**config.mk**
```make
export PLATFORM = sky130hd
export DESIGN_NAME = dp_segment_traceback
export DESIGN_NICKNAME = d
export VERILOG_FILES = /design/src/design/dst_pkg.sv /design/src/design/dst_frame_mem.sv /design/src/design/dst_chain_mem.sv /design/src/design/dp_segment_traceback.sv
export SDC_FILE = /design/constraint.sdc
export NUM_CORES = 2
export LEC_CHECK = 0
export ABC_AREA = 0
export BUFFER_PORTS_ARGS = -buffer_cell sky130_fd_sc_hd__buf_2
export CORE_MARGIN = 4
export CORE_UTILIZATION = 60
export CTS_CLUSTER_SIZE = 14
export DETAILED_ROUTE_END_ITERATION = 16
export GPL_TIMING_DRIVEN = 1
export PLACE_DENSITY = 0.78
export SLEW_MARGIN = 20
export SYNTH_ARGS = -nofsm -noshare
export SYNTH_HDL_FRONTEND = slang
export SYNTH_SLANG_ARGS = --single-unit
```
**constraint.sdc**
```tcl
create_clock -name clk_i -period 10.65 [get_ports clk_i]
set_input_delay 2.13 -clock clk_i [delete_from_list [all_inputs] [get_ports clk_i]]
set_output_delay 2.13 -clock clk_i [all_outputs]
set_load 0.02 [all_outputs]
```
**src/design/dst_pkg.sv**
```systemverilog
// Package for the segment traceback block: sizes, memory entry types,
// status codes and the class remapping table. No dependencies.
`timescale 1ns / 1ps

package dst_pkg;

  localparam int MAX_FRAMES  = 64;
  localparam int NUM_CLASSES = 16;

  localparam int ADDR_W     = $clog2(MAX_FRAMES);
  localparam int CNT_W      = $clog2(MAX_FRAMES + 1);
  localparam int START_W    = 6;
  localparam int CLASS_W    = $clog2(NUM_CLASSES);
  localparam int IN_START_W = 7;
  localparam int IN_CLASS_W = 5;
  localparam int IDX_W      = 6;
  localparam int FRAME_W    = 7;
  localparam int LABEL_W    = 5;
  localparam int STATUS_W   = 2;
  localparam int CLASS_IN_N = 2 ** IN_CLASS_W;

  localparam logic KIND_LOAD  = 1'b0;
  localparam logic KIND_TRACE = 1'b1;

  typedef enum logic [STATUS_W-1:0] {
    STATUS_OK    = 2'd0,
    STATUS_EMPTY = 2'd1,
    STATUS_BAD   = 2'd2
  } status_e;

  typedef logic [CLASS_W-1:0] cls_t;
  typedef cls_t [CLASS_IN_N-1:0] class_lut_t;

  // One frame's backpointer: 0-based start and 0-based class.
  typedef struct packed {
    logic [START_W-1:0] start;
    cls_t               cls;
  } frame_ent_t;

  // One step of the backward walk, kept for forward-order emission.
  typedef struct packed {
    logic [ADDR_W-1:0]  frame;
    logic [START_W-1:0] start;
    cls_t               cls;
  } chain_ent_t;

  // 1-based input class to 0-based stored class, wrapped modulo NUM_CLASSES.
  function automatic class_lut_t build_class_lut();
    class_lut_t lut;
    for (int i = 0; i < CLASS_IN_N; i++) begin
      lut[i] = CLASS_W'((i + NUM_CLASSES - 1) % NUM_CLASSES);
    end
    return lut;
  endfunction

  localparam class_lut_t CLASS_LUT = build_class_lut();

endpackage

```
**src/design/dst_frame_mem.sv**
```systemverilog
// Frame store: one backpointer entry per loaded frame, 1W1R, registered read.
// Maps the raw 1-based load fields to stored form. Depends on dst_pkg.
`timescale 1ns / 1ps

module dst_frame_mem import dst_pkg::*; (
  input  logic                  clk_i,
  input  logic                  we_i,
  input  logic [ADDR_W-1:0]     waddr_i,
  input  logic [IN_START_W-1:0] seg_start_i,
  input  logic [IN_CLASS_W-1:0] seg_class_i,
  input  logic [ADDR_W-1:0]     raddr_i,
  output frame_ent_t            rdata_o
);

  frame_ent_t mem_q [MAX_FRAMES];
  frame_ent_t rdata_q;
  frame_ent_t wdata;

  // start - 1 wraps modulo 64, so a start of 0 stores as 63
  assign wdata.start = START_W'(seg_start_i - IN_START_W'(1));
  assign wdata.cls   = CLASS_LUT[seg_class_i];

  always_ff @(posedge clk_i) begin
    if (we_i) begin
      mem_q[waddr_i] <= wdata;
    end
    rdata_q <= mem_q[raddr_i];
  end

  assign rdata_o = rdata_q;

endmodule

```
**src/design/dst_chain_mem.sv**
```systemverilog
// Chain buffer: records each step of the backward walk so the segments can
// be replayed earliest first. 1W1R, registered read. Depends on dst_pkg.
`timescale 1ns / 1ps

module dst_chain_mem import dst_pkg::*; (
  input  logic              clk_i,
  input  logic              we_i,
  input  logic [ADDR_W-1:0] waddr_i,
  input  chain_ent_t        wdata_i,
  input  logic [ADDR_W-1:0] raddr_i,
  output chain_ent_t        rdata_o
);

  chain_ent_t mem_q [MAX_FRAMES];
  chain_ent_t rdata_q;

  always_ff @(posedge clk_i) begin
    if (we_i) begin
      mem_q[waddr_i] <= wdata_i;
    end
    rdata_q <= mem_q[raddr_i];
  end

  assign rdata_o = rdata_q;

endmodule

```
**src/design/dp_segment_traceback.sv**
```systemverilog
// Channel   | Ports                                          | Handshake
// request   | kind_i, seg_start_i, seg_class_i              | start && !busy
// result    | seg_index_o, seg_first_o, seg_boundary_o,     | valid_o, one cycle
//           | label_o, last_o, status_o                      |
//
// Load: busy stays low; loads past MAX_FRAMES are dropped. Trace of S
// segments: S walk steps over the frame store (one read per step, next
// address taken straight from the read data), then a replay of the chain
// buffer; results come out one per cycle through the chain read and output
// registers. busy is high while a trace walks or replays. Empty store:
// status result the cycle after accept. Bad backpointer: status result the
// cycle after the walk step that reads it. Receiver never stalls.
// Reset clears the entry count and control; memories are not cleared.
// Top level: FSM plus frame store and chain buffer. Depends on dst_pkg.
`timescale 1ns / 1ps

module dp_segment_traceback import dst_pkg::*; (
  input  logic                  clk_i,
  input  logic                  rst_ni,
  input  logic                  start,
  output logic                  busy,
  input  logic                  kind_i,
  input  logic [IN_START_W-1:0] seg_start_i,
  input  logic [IN_CLASS_W-1:0] seg_class_i,
  output logic                  valid_o,
  output logic [IDX_W-1:0]      seg_index_o,
  output logic [FRAME_W-1:0]    seg_first_o,
  output logic [FRAME_W-1:0]    seg_boundary_o,
  output logic [LABEL_W-1:0]    label_o,
  output logic                  last_o,
  output logic [STATUS_W-1:0]   status_o
);

  typedef enum logic [2:0] {
    S_IDLE = 3'b001,
    S_WALK = 3'b010,
    S_EMIT = 3'b100
  } state_e;

  state_e             state_q, state_d;
  logic [CNT_W-1:0]   cnt_q, cnt_d;
  logic [ADDR_W-1:0]  v_q, v_d;      // frame whose entry is on the read port
  logic [ADDR_W-1:0]  k_q, k_d;      // walk step
  logic [ADDR_W-1:0]  e_q, e_d;      // replay read index, counts down
  logic [ADDR_W-1:0]  pos_q, pos_d;
  logic               p_valid_q, p_valid_d;
  logic [ADDR_W-1:0]  p_pos_q, p_pos_d;
  logic               p_last_q, p_last_d;

  logic               out_valid_q, out_valid_d;
  logic [IDX_W-1:0]   out_idx_q, out_idx_d;
  logic [FRAME_W-1:0] out_first_q, out_first_d;
  logic [FRAME_W-1:0] out_bnd_q, out_bnd_d;
  logic [LABEL_W-1:0] out_label_q, out_label_d;
  logic               out_last_q, out_last_d;
  status_e            out_status_q, out_status_d;

  logic               accept;
  logic               load_we;
  logic [ADDR_W-1:0]  fr_raddr;
  frame_ent_t         fr_rd;
  logic [ADDR_W-1:0]  nxt_v;
  logic               ch_we;
  chain_ent_t         ch_wdata;
  logic [ADDR_W-1:0]  ch_raddr;
  chain_ent_t         ch_rd;
  logic [CLASS_W:0]   label_full;

  assign busy    = (state_q != S_IDLE) || p_valid_q;
  assign accept  = start && !busy;
  // trace cannot start in the same cycle as a load, so no forwarding
  assign load_we = accept && (kind_i == KIND_LOAD) && (cnt_q < CNT_W'(MAX_FRAMES));
  assign nxt_v   = ADDR_W'(fr_rd.start - START_W'(1));

  assign ch_wdata.frame = v_q;
  assign ch_wdata.start = fr_rd.start;
  assign ch_wdata.cls   = fr_rd.cls;
  assign label_full     = {1'b0, ch_rd.cls} + (CLASS_W + 1)'(1);

  dst_frame_mem u_frame_mem (
    .clk_i       (clk_i),
    .we_i        (load_we),
    .waddr_i     (ADDR_W'(cnt_q)),
    .seg_start_i (seg_start_i),
    .seg_class_i (seg_class_i),
    .raddr_i     (fr_raddr),
    .rdata_o     (fr_rd)
  );

  dst_chain_mem u_chain_mem (
    .clk_i   (clk_i),
    .we_i    (ch_we),
    .waddr_i (k_q),
    .wdata_i (ch_wdata),
    .raddr_i (ch_raddr),
    .rdata_o (ch_rd)
  );

  always_comb begin
    state_d      = state_q;
    cnt_d        = cnt_q;
    v_d          = v_q;
    k_d          = k_q;
    e_d          = e_q;
    pos_d        = pos_q;
    p_valid_d    = 1'b0;
    p_pos_d      = pos_q;
    p_last_d     = 1'b0;
    ch_we        = 1'b0;
    ch_raddr     = e_q;
    fr_raddr     = v_q;
    out_valid_d  = 1'b0;
    out_idx_d    = out_idx_q;
    out_first_d  = out_first_q;
    out_bnd_d    = out_bnd_q;
    out_label_d  = out_label_q;
    out_last_d   = out_last_q;
    out_status_d = out_status_q;

    case (state_q)
      S_IDLE: begin
        if (accept) begin
          if (kind_i == KIND_LOAD) begin
            if (load_we) begin
              cnt_d = cnt_q + CNT_W'(1);
            end
          end else if (cnt_q == '0) begin
            out_valid_d  = 1'b1;
            out_idx_d    = '0;
            out_first_d  = '0;
            out_bnd_d    = '0;
            out_label_d  = '0;
            out_last_d   = 1'b1;
            out_status_d = STATUS_EMPTY;
          end else begin
            v_d      = ADDR_W'(cnt_q - CNT_W'(1));
            fr_raddr = ADDR_W'(cnt_q - CNT_W'(1));
            k_d      = '0;
            state_d  = S_WALK;
          end
        end
      end
      S_WALK: begin
        if (fr_rd.start > START_W'(v_q)) begin
          out_valid_d  = 1'b1;
          out_idx_d    = '0;
          out_first_d  = '0;
          out_bnd_d    = '0;
          out_label_d  = '0;
          out_last_d   = 1'b1;
          out_status_d = STATUS_BAD;
          state_d      = S_IDLE;
        end else begin
          ch_we = 1'b1;
          if (fr_rd.start == '0) begin
            e_d     = k_q;
            pos_d   = '0;
            state_d = S_EMIT;
          end else begin
            v_d      = nxt_v;
            fr_raddr = nxt_v;
            k_d      = k_q + ADDR_W'(1);
          end
        end
      end
      S_EMIT: begin
        // replay newest step first: it holds the earliest segment
        p_valid_d = 1'b1;
        p_pos_d   = pos_q;
        p_last_d  = (e_q == '0);
        e_d       = e_q - ADDR_W'(1);
        pos_d     = pos_q + ADDR_W'(1);
        if (e_q == '0) begin
          state_d = S_IDLE;
        end
      end
      default: begin
        state_d = S_IDLE;
      end
    endcase

    if (p_valid_q) begin
      out_valid_d  = 1'b1;
      out_idx_d    = IDX_W'(p_pos_q);
      out_first_d  = FRAME_W'(ch_rd.start) + FRAME_W'(1);
      out_bnd_d    = FRAME_W'(ch_rd.frame) + FRAME_W'(2);
      out_label_d  = LABEL_W'(label_full);
      out_last_d   = p_last_q;
      out_status_d = STATUS_OK;
    end
  end

  always_ff @(posedge clk_i or negedge rst_ni) begin
    if (!rst_ni) begin
      state_q     <= S_IDLE;
      cnt_q       <= '0;
      p_valid_q   <= 1'b0;
      out_valid_q <= 1'b0;
    end else begin
      state_q     <= state_d;
      cnt_q       <= cnt_d;
      p_valid_q   <= p_valid_d;
      out_valid_q <= out_valid_d;
    end
  end

  always_ff @(posedge clk_i) begin
    v_q          <= v_d;
    k_q          <= k_d;
    e_q          <= e_d;
    pos_q        <= pos_d;
    p_pos_q      <= p_pos_d;
    p_last_q     <= p_last_d;
    out_idx_q    <= out_idx_d;
    out_first_q  <= out_first_d;
    out_bnd_q    <= out_bnd_d;
    out_label_q  <= out_label_d;
    out_last_q   <= out_last_d;
    out_status_q <= out_status_d;
  end

  assign valid_o        = out_valid_q;
  assign seg_index_o    = out_idx_q;
  assign seg_first_o    = out_first_q;
  assign seg_boundary_o = out_bnd_q;
  assign label_o        = out_label_q;
  assign last_o         = out_last_q;
  assign status_o       = out_status_q;

`ifndef SYNTH
  a_cnt_bound: assert property (@(posedge clk_i) disable iff (!rst_ni)
    cnt_q <= CNT_W'(MAX_FRAMES))
    else $error("entry count beyond capacity");

  a_walk_in_range: assert property (@(posedge clk_i) disable iff (!rst_ni)
    (state_q == S_WALK) |-> (CNT_W'(k_q) < cnt_q) && (CNT_W'(v_q) < cnt_q))
    else $error("walk step or frame outside loaded entries");

  a_bad_from_walk: assert property (@(posedge clk_i) disable iff (!rst_ni)
    (valid_o && status_o == STATUS_BAD) |-> $past(state_q == S_WALK))
    else $error("bad backpointer result not produced by the walk");

  a_burst_contig: assert property (@(posedge clk_i) disable iff (!rst_ni)
    (valid_o && !last_o) |=> valid_o)
    else $error("gap inside a segment burst");
`endif

endmodule
```
==> results by group <==
Synth
  • Yosys reg bits: approximately 1800
  • FFs w/ async S/R, synth: less than 1%
  • Post-synth EDFFs: approximately 1700
  • Synth area leaders: edfxtp_1 75%, mux4_2 11%, mux2i_1 2.4%, a221oi_1 2.1%, a21oi_1 1.2%
  • Synthesized Nets: roughly 3500
  • Post-Syn Instances: between 3000 and 4000
  • Yosys Warn Count: 0
  • Largest area contributor in the netlist: edfxtp_1
  • Synthesized area per cell: 19.85 um2
  • Sequential area share after synthesis: approximately three quarters
  • Cell variety after synth: between 60 and 70
  • Post-Syn Area: about 0.07 mm2
  • Yosys top cell area share: roughly three quarters
  • Synth Flop Type: edfxtp_1

Clock tree
  • Clk root buf: clkbuf_16
  • H-tree Lvls: 4
  • Clock buffer count from CTS: 169
  • Clock Pin Slew Worst Setup and Hold Paths: 0.07 ns
  • Hold Buf Count CTS: 0
  • Clock latency on the worst-skew pair: between 0.7 and 0.8 ns
  • Number of gates resized after cts: 0
  • Clock Path Buffers: 3
  • CTS tree: yes
  • Setup bufs post-CTS: 0
  • CTS sink cnt: 1761

Critical path
  • Critical Path End Type: register
  • R2R setup slack: between 4 and 5 ns
  • Critical path data arrival time: roughly 6.5 ns
  • Reg-to-Reg Start: u_frame_mem.rdata_o[9]
  • Reg-to-Reg End: u_frame_mem.rdata_o[1]
  • CP top delay family: compound AO/OA/AOI/OAI gates
  • CP most frequent cell: buf_12
  • Crit path required time: between 10 and 15 ns
  • CP Class: reg -> reg
  • CP bufs+invs: 4
  • Highest net fanout along the worst path: ~140
  • Worst r2r path cells: 13
  • Slowest stage cell, crit path: o41ai_1
  • Max incr delay on CP: between 0.9 and 1 ns
  • CP Cell Sequence: buf_4, ha_1, and4_1, o21a_1, o31a_1, o32ai_1, a21oi_4, buf_12, inv_4, buf_12, a221oi_1, o41ai_1, nand4_1
  • CP startpoint kind: register

Routing
  • Final antenna-violating net count: 0
  • Routed length per instance: roughly 31 um
  • Routed vias: 35350
  • Drc violations: 0
  • Drt pass-1 iters: 7
  • Drt first-iter violations: roughly 5200
  • Routed WL: around 160000 um
  • Vias/cell: ~6.8

GRT
  • Top Usage Layer GRT: met2
  • GR Util met1: 38.74%
  • Vias in the first global route: ~35000
  • Met3 Track Usage GR: 6.614%
  • Total global-route track usage: between 20% and 30%
  • Largest net degree at the start of global routing: ~140
  • Met2 usage: 43.27%
  • First-pass GRT wire length: approximately 240000 um
  • GRT overflow: 0
  • Initial antenna violation count: 12

Timing
  • Final period util: between 50% and 60%
  • Final Setup Violations: 0
  • Pins Over Slew Limit: 0
  • Fmax: 169.4 MHz
  • Final Hold Viols: 0
  • RSZ-0062 raised after global routing: false
  • Worst slew pin tran: around 1.1 ns
  • Slew headroom: 23.79%
  • TNS Setup: 0 ns
  • Worst Clk Skew: between 0.02 and 0.03 ns
  • Final min period: 5.903 ns

Min path
  • Hold path start: p_pos_d[5]
  • Hold Crit Class: reg -> reg
  • Hold EP: p_pos_q[5]
  • Worst hold stages: 0

Final layout
  • Layout cells sized above 1: ~22%
  • Multi-input gate area: 0.01481 mm2
  • FF+latch area: 0.05243 mm2
  • Commonest non-fill, non-tap cell in the layout: edfxtp_1
  • Final nets: roughly 3600
  • Area delta synth->final: 11.41%
  • Finished Cell Area: about 0.076 mm2
  • Fillers: 6676
  • Most frequent cells in the layout: 1708 x edfxtp_1, 336 x mux4_2, 202 x nand2_1

Placement
  • Cell Area, Placed: a little over 0.07 mm2
  • Routability cong.: 0.8107
  • Port buffer count: 43
  • DP HPWL: between 80000 and 90000 um

Floorplanning
  • Core area: around 0.11 mm2
  • IO Count: 46
  • Area of the die: roughly 0.12 mm2
  • Cell row count: roughly 120
  • Die Ht: between 300 and 400 um
  • Initial Utilization: 60.47%
  • DIE WIDTH: around 340 um

Status
  • Outcome: completed

Job
  • Total of max-cap violations: 0

Pwr
  • Lkg Pwr: about 25 nW
  • PwrDens: 231.9 mW/mm2
  • Max VDD drop: 0.2714 mV
[through the flow]
step | std cells | power [mW] | hold WS (ns) | setup slack [ns] | utilization (%)
detailed placement | 4883 | 11.72 | 0.3800 | 4.445 | 62.49
finish | 5203 | 17.60 | 0.4058 | 4.747 | 67.37
floorplan | 3432 | 10.65 | 0.3690 | 4.977 | -
global placement | 4883 | 11.60 | 0.3790 | 4.534 | 62.48
CTS | 5193 | 17.58 | 0.4034 | 4.875 | 67.32
global route | 5194 | 18.18 | 0.4139 | 4.477 | 67.35
[report_power, final]
part           switching, mW  leakage [nW]  internal [mW]  total, mW
Combinational           2.43          5.90          0.848       3.28
Clock                   2.52          2.67           3.40       5.93
Sequential             0.115          16.0           8.29       8.40
Total                   5.07          24.5           12.5       17.6
[synth_stat cells, drive strengths merged (2+ instances only)]
cell and count:
nor2b 10, nand2 203, and3 2, mux4 336, nor3 7, nand3b 6, nand2b 4, o21ai 21
and4 2, inv 24, xnor2 22, o21a 3, nand3 21, nor4 3, a21oi 167, dfxtp 41
clkbuf 126, ha 19, or3b 8, mux2i 160, or3 3, dfrtp 11, nor3b 3, a221oi 160
nand4 12, or2 3, edfxtp 1708, o41ai 40, nor2 168, buf 85, xor2 13, and2 24
a31oi 2
[metal layers]
layer	wire length (um)	up-vias	share of wire, %
li1	-	14350	-
met1	58650	18200	36
met2	78860	2457	49
met3	18490	345	11
met4	5106	2	3.2
met5	18	-	0.011
[layout make-up]
class,count,share of cell area [%]
Timing Repair Buffer,163,1.579
Multi-Input combinational cell,1435,19.52
Sequential cell,1761,69.08
Tap cell,1500,2.473
Clock inverter,87,1.080
Antenna cell,9,0.02967
Inverter,25,0.1352
Clock buffer,223,6.101
[logic make-up after synthesis]
kind of cell / synth area share (%)
AOI/OAI and AO/OA: 4.176
xor gates and xnor gates: 0.4500
adders and majority gates: 0.3490
buffers and inverters: 1.537
DFF: 76.93
muxes: 13.46
and+or+nand+nor: 3.096
[registers in the layout, summed over array words and instances, names as in the netlist, 6 cells and up]
register and flops:
u_chain_mem.mem_q 1024, u_frame_mem.mem_q 640, u_chain_mem.rdata_o 16, u_frame_mem.rdata_o 10
cnt_q 7, seg_boundary_o 7, seg_first_o 7, ch_raddr 6
k_q 6, p_pos_d 6, p_pos_q 6, seg_index_o 6
v_q 6
[worst max-delay path by stage]
| stage | from | endpoint | slack, ns | cells after the start |
|---|---|---|---|---|
| after floorplan | seg_start_i[0] | u_frame_mem.mem_q[0][8] | 4.98 | 4 |
| after global placement | kind_i | u_frame_mem.rdata_o[3] | 4.53 | 13 |
| after detailed placement | kind_i | u_frame_mem.rdata_o[1] | 4.44 | 13 |
| after CTS | u_frame_mem.rdata_o[6] | u_frame_mem.rdata_o[1] | 4.87 | 13 |
| after global routing | v_q[2] | u_frame_mem.rdata_o[1] | 4.48 | 14 |
| final | u_frame_mem.rdata_o[9] | u_frame_mem.rdata_o[1] | 4.75 | 13 |
No activity file was read; power rests on OpenSTA's default activity.
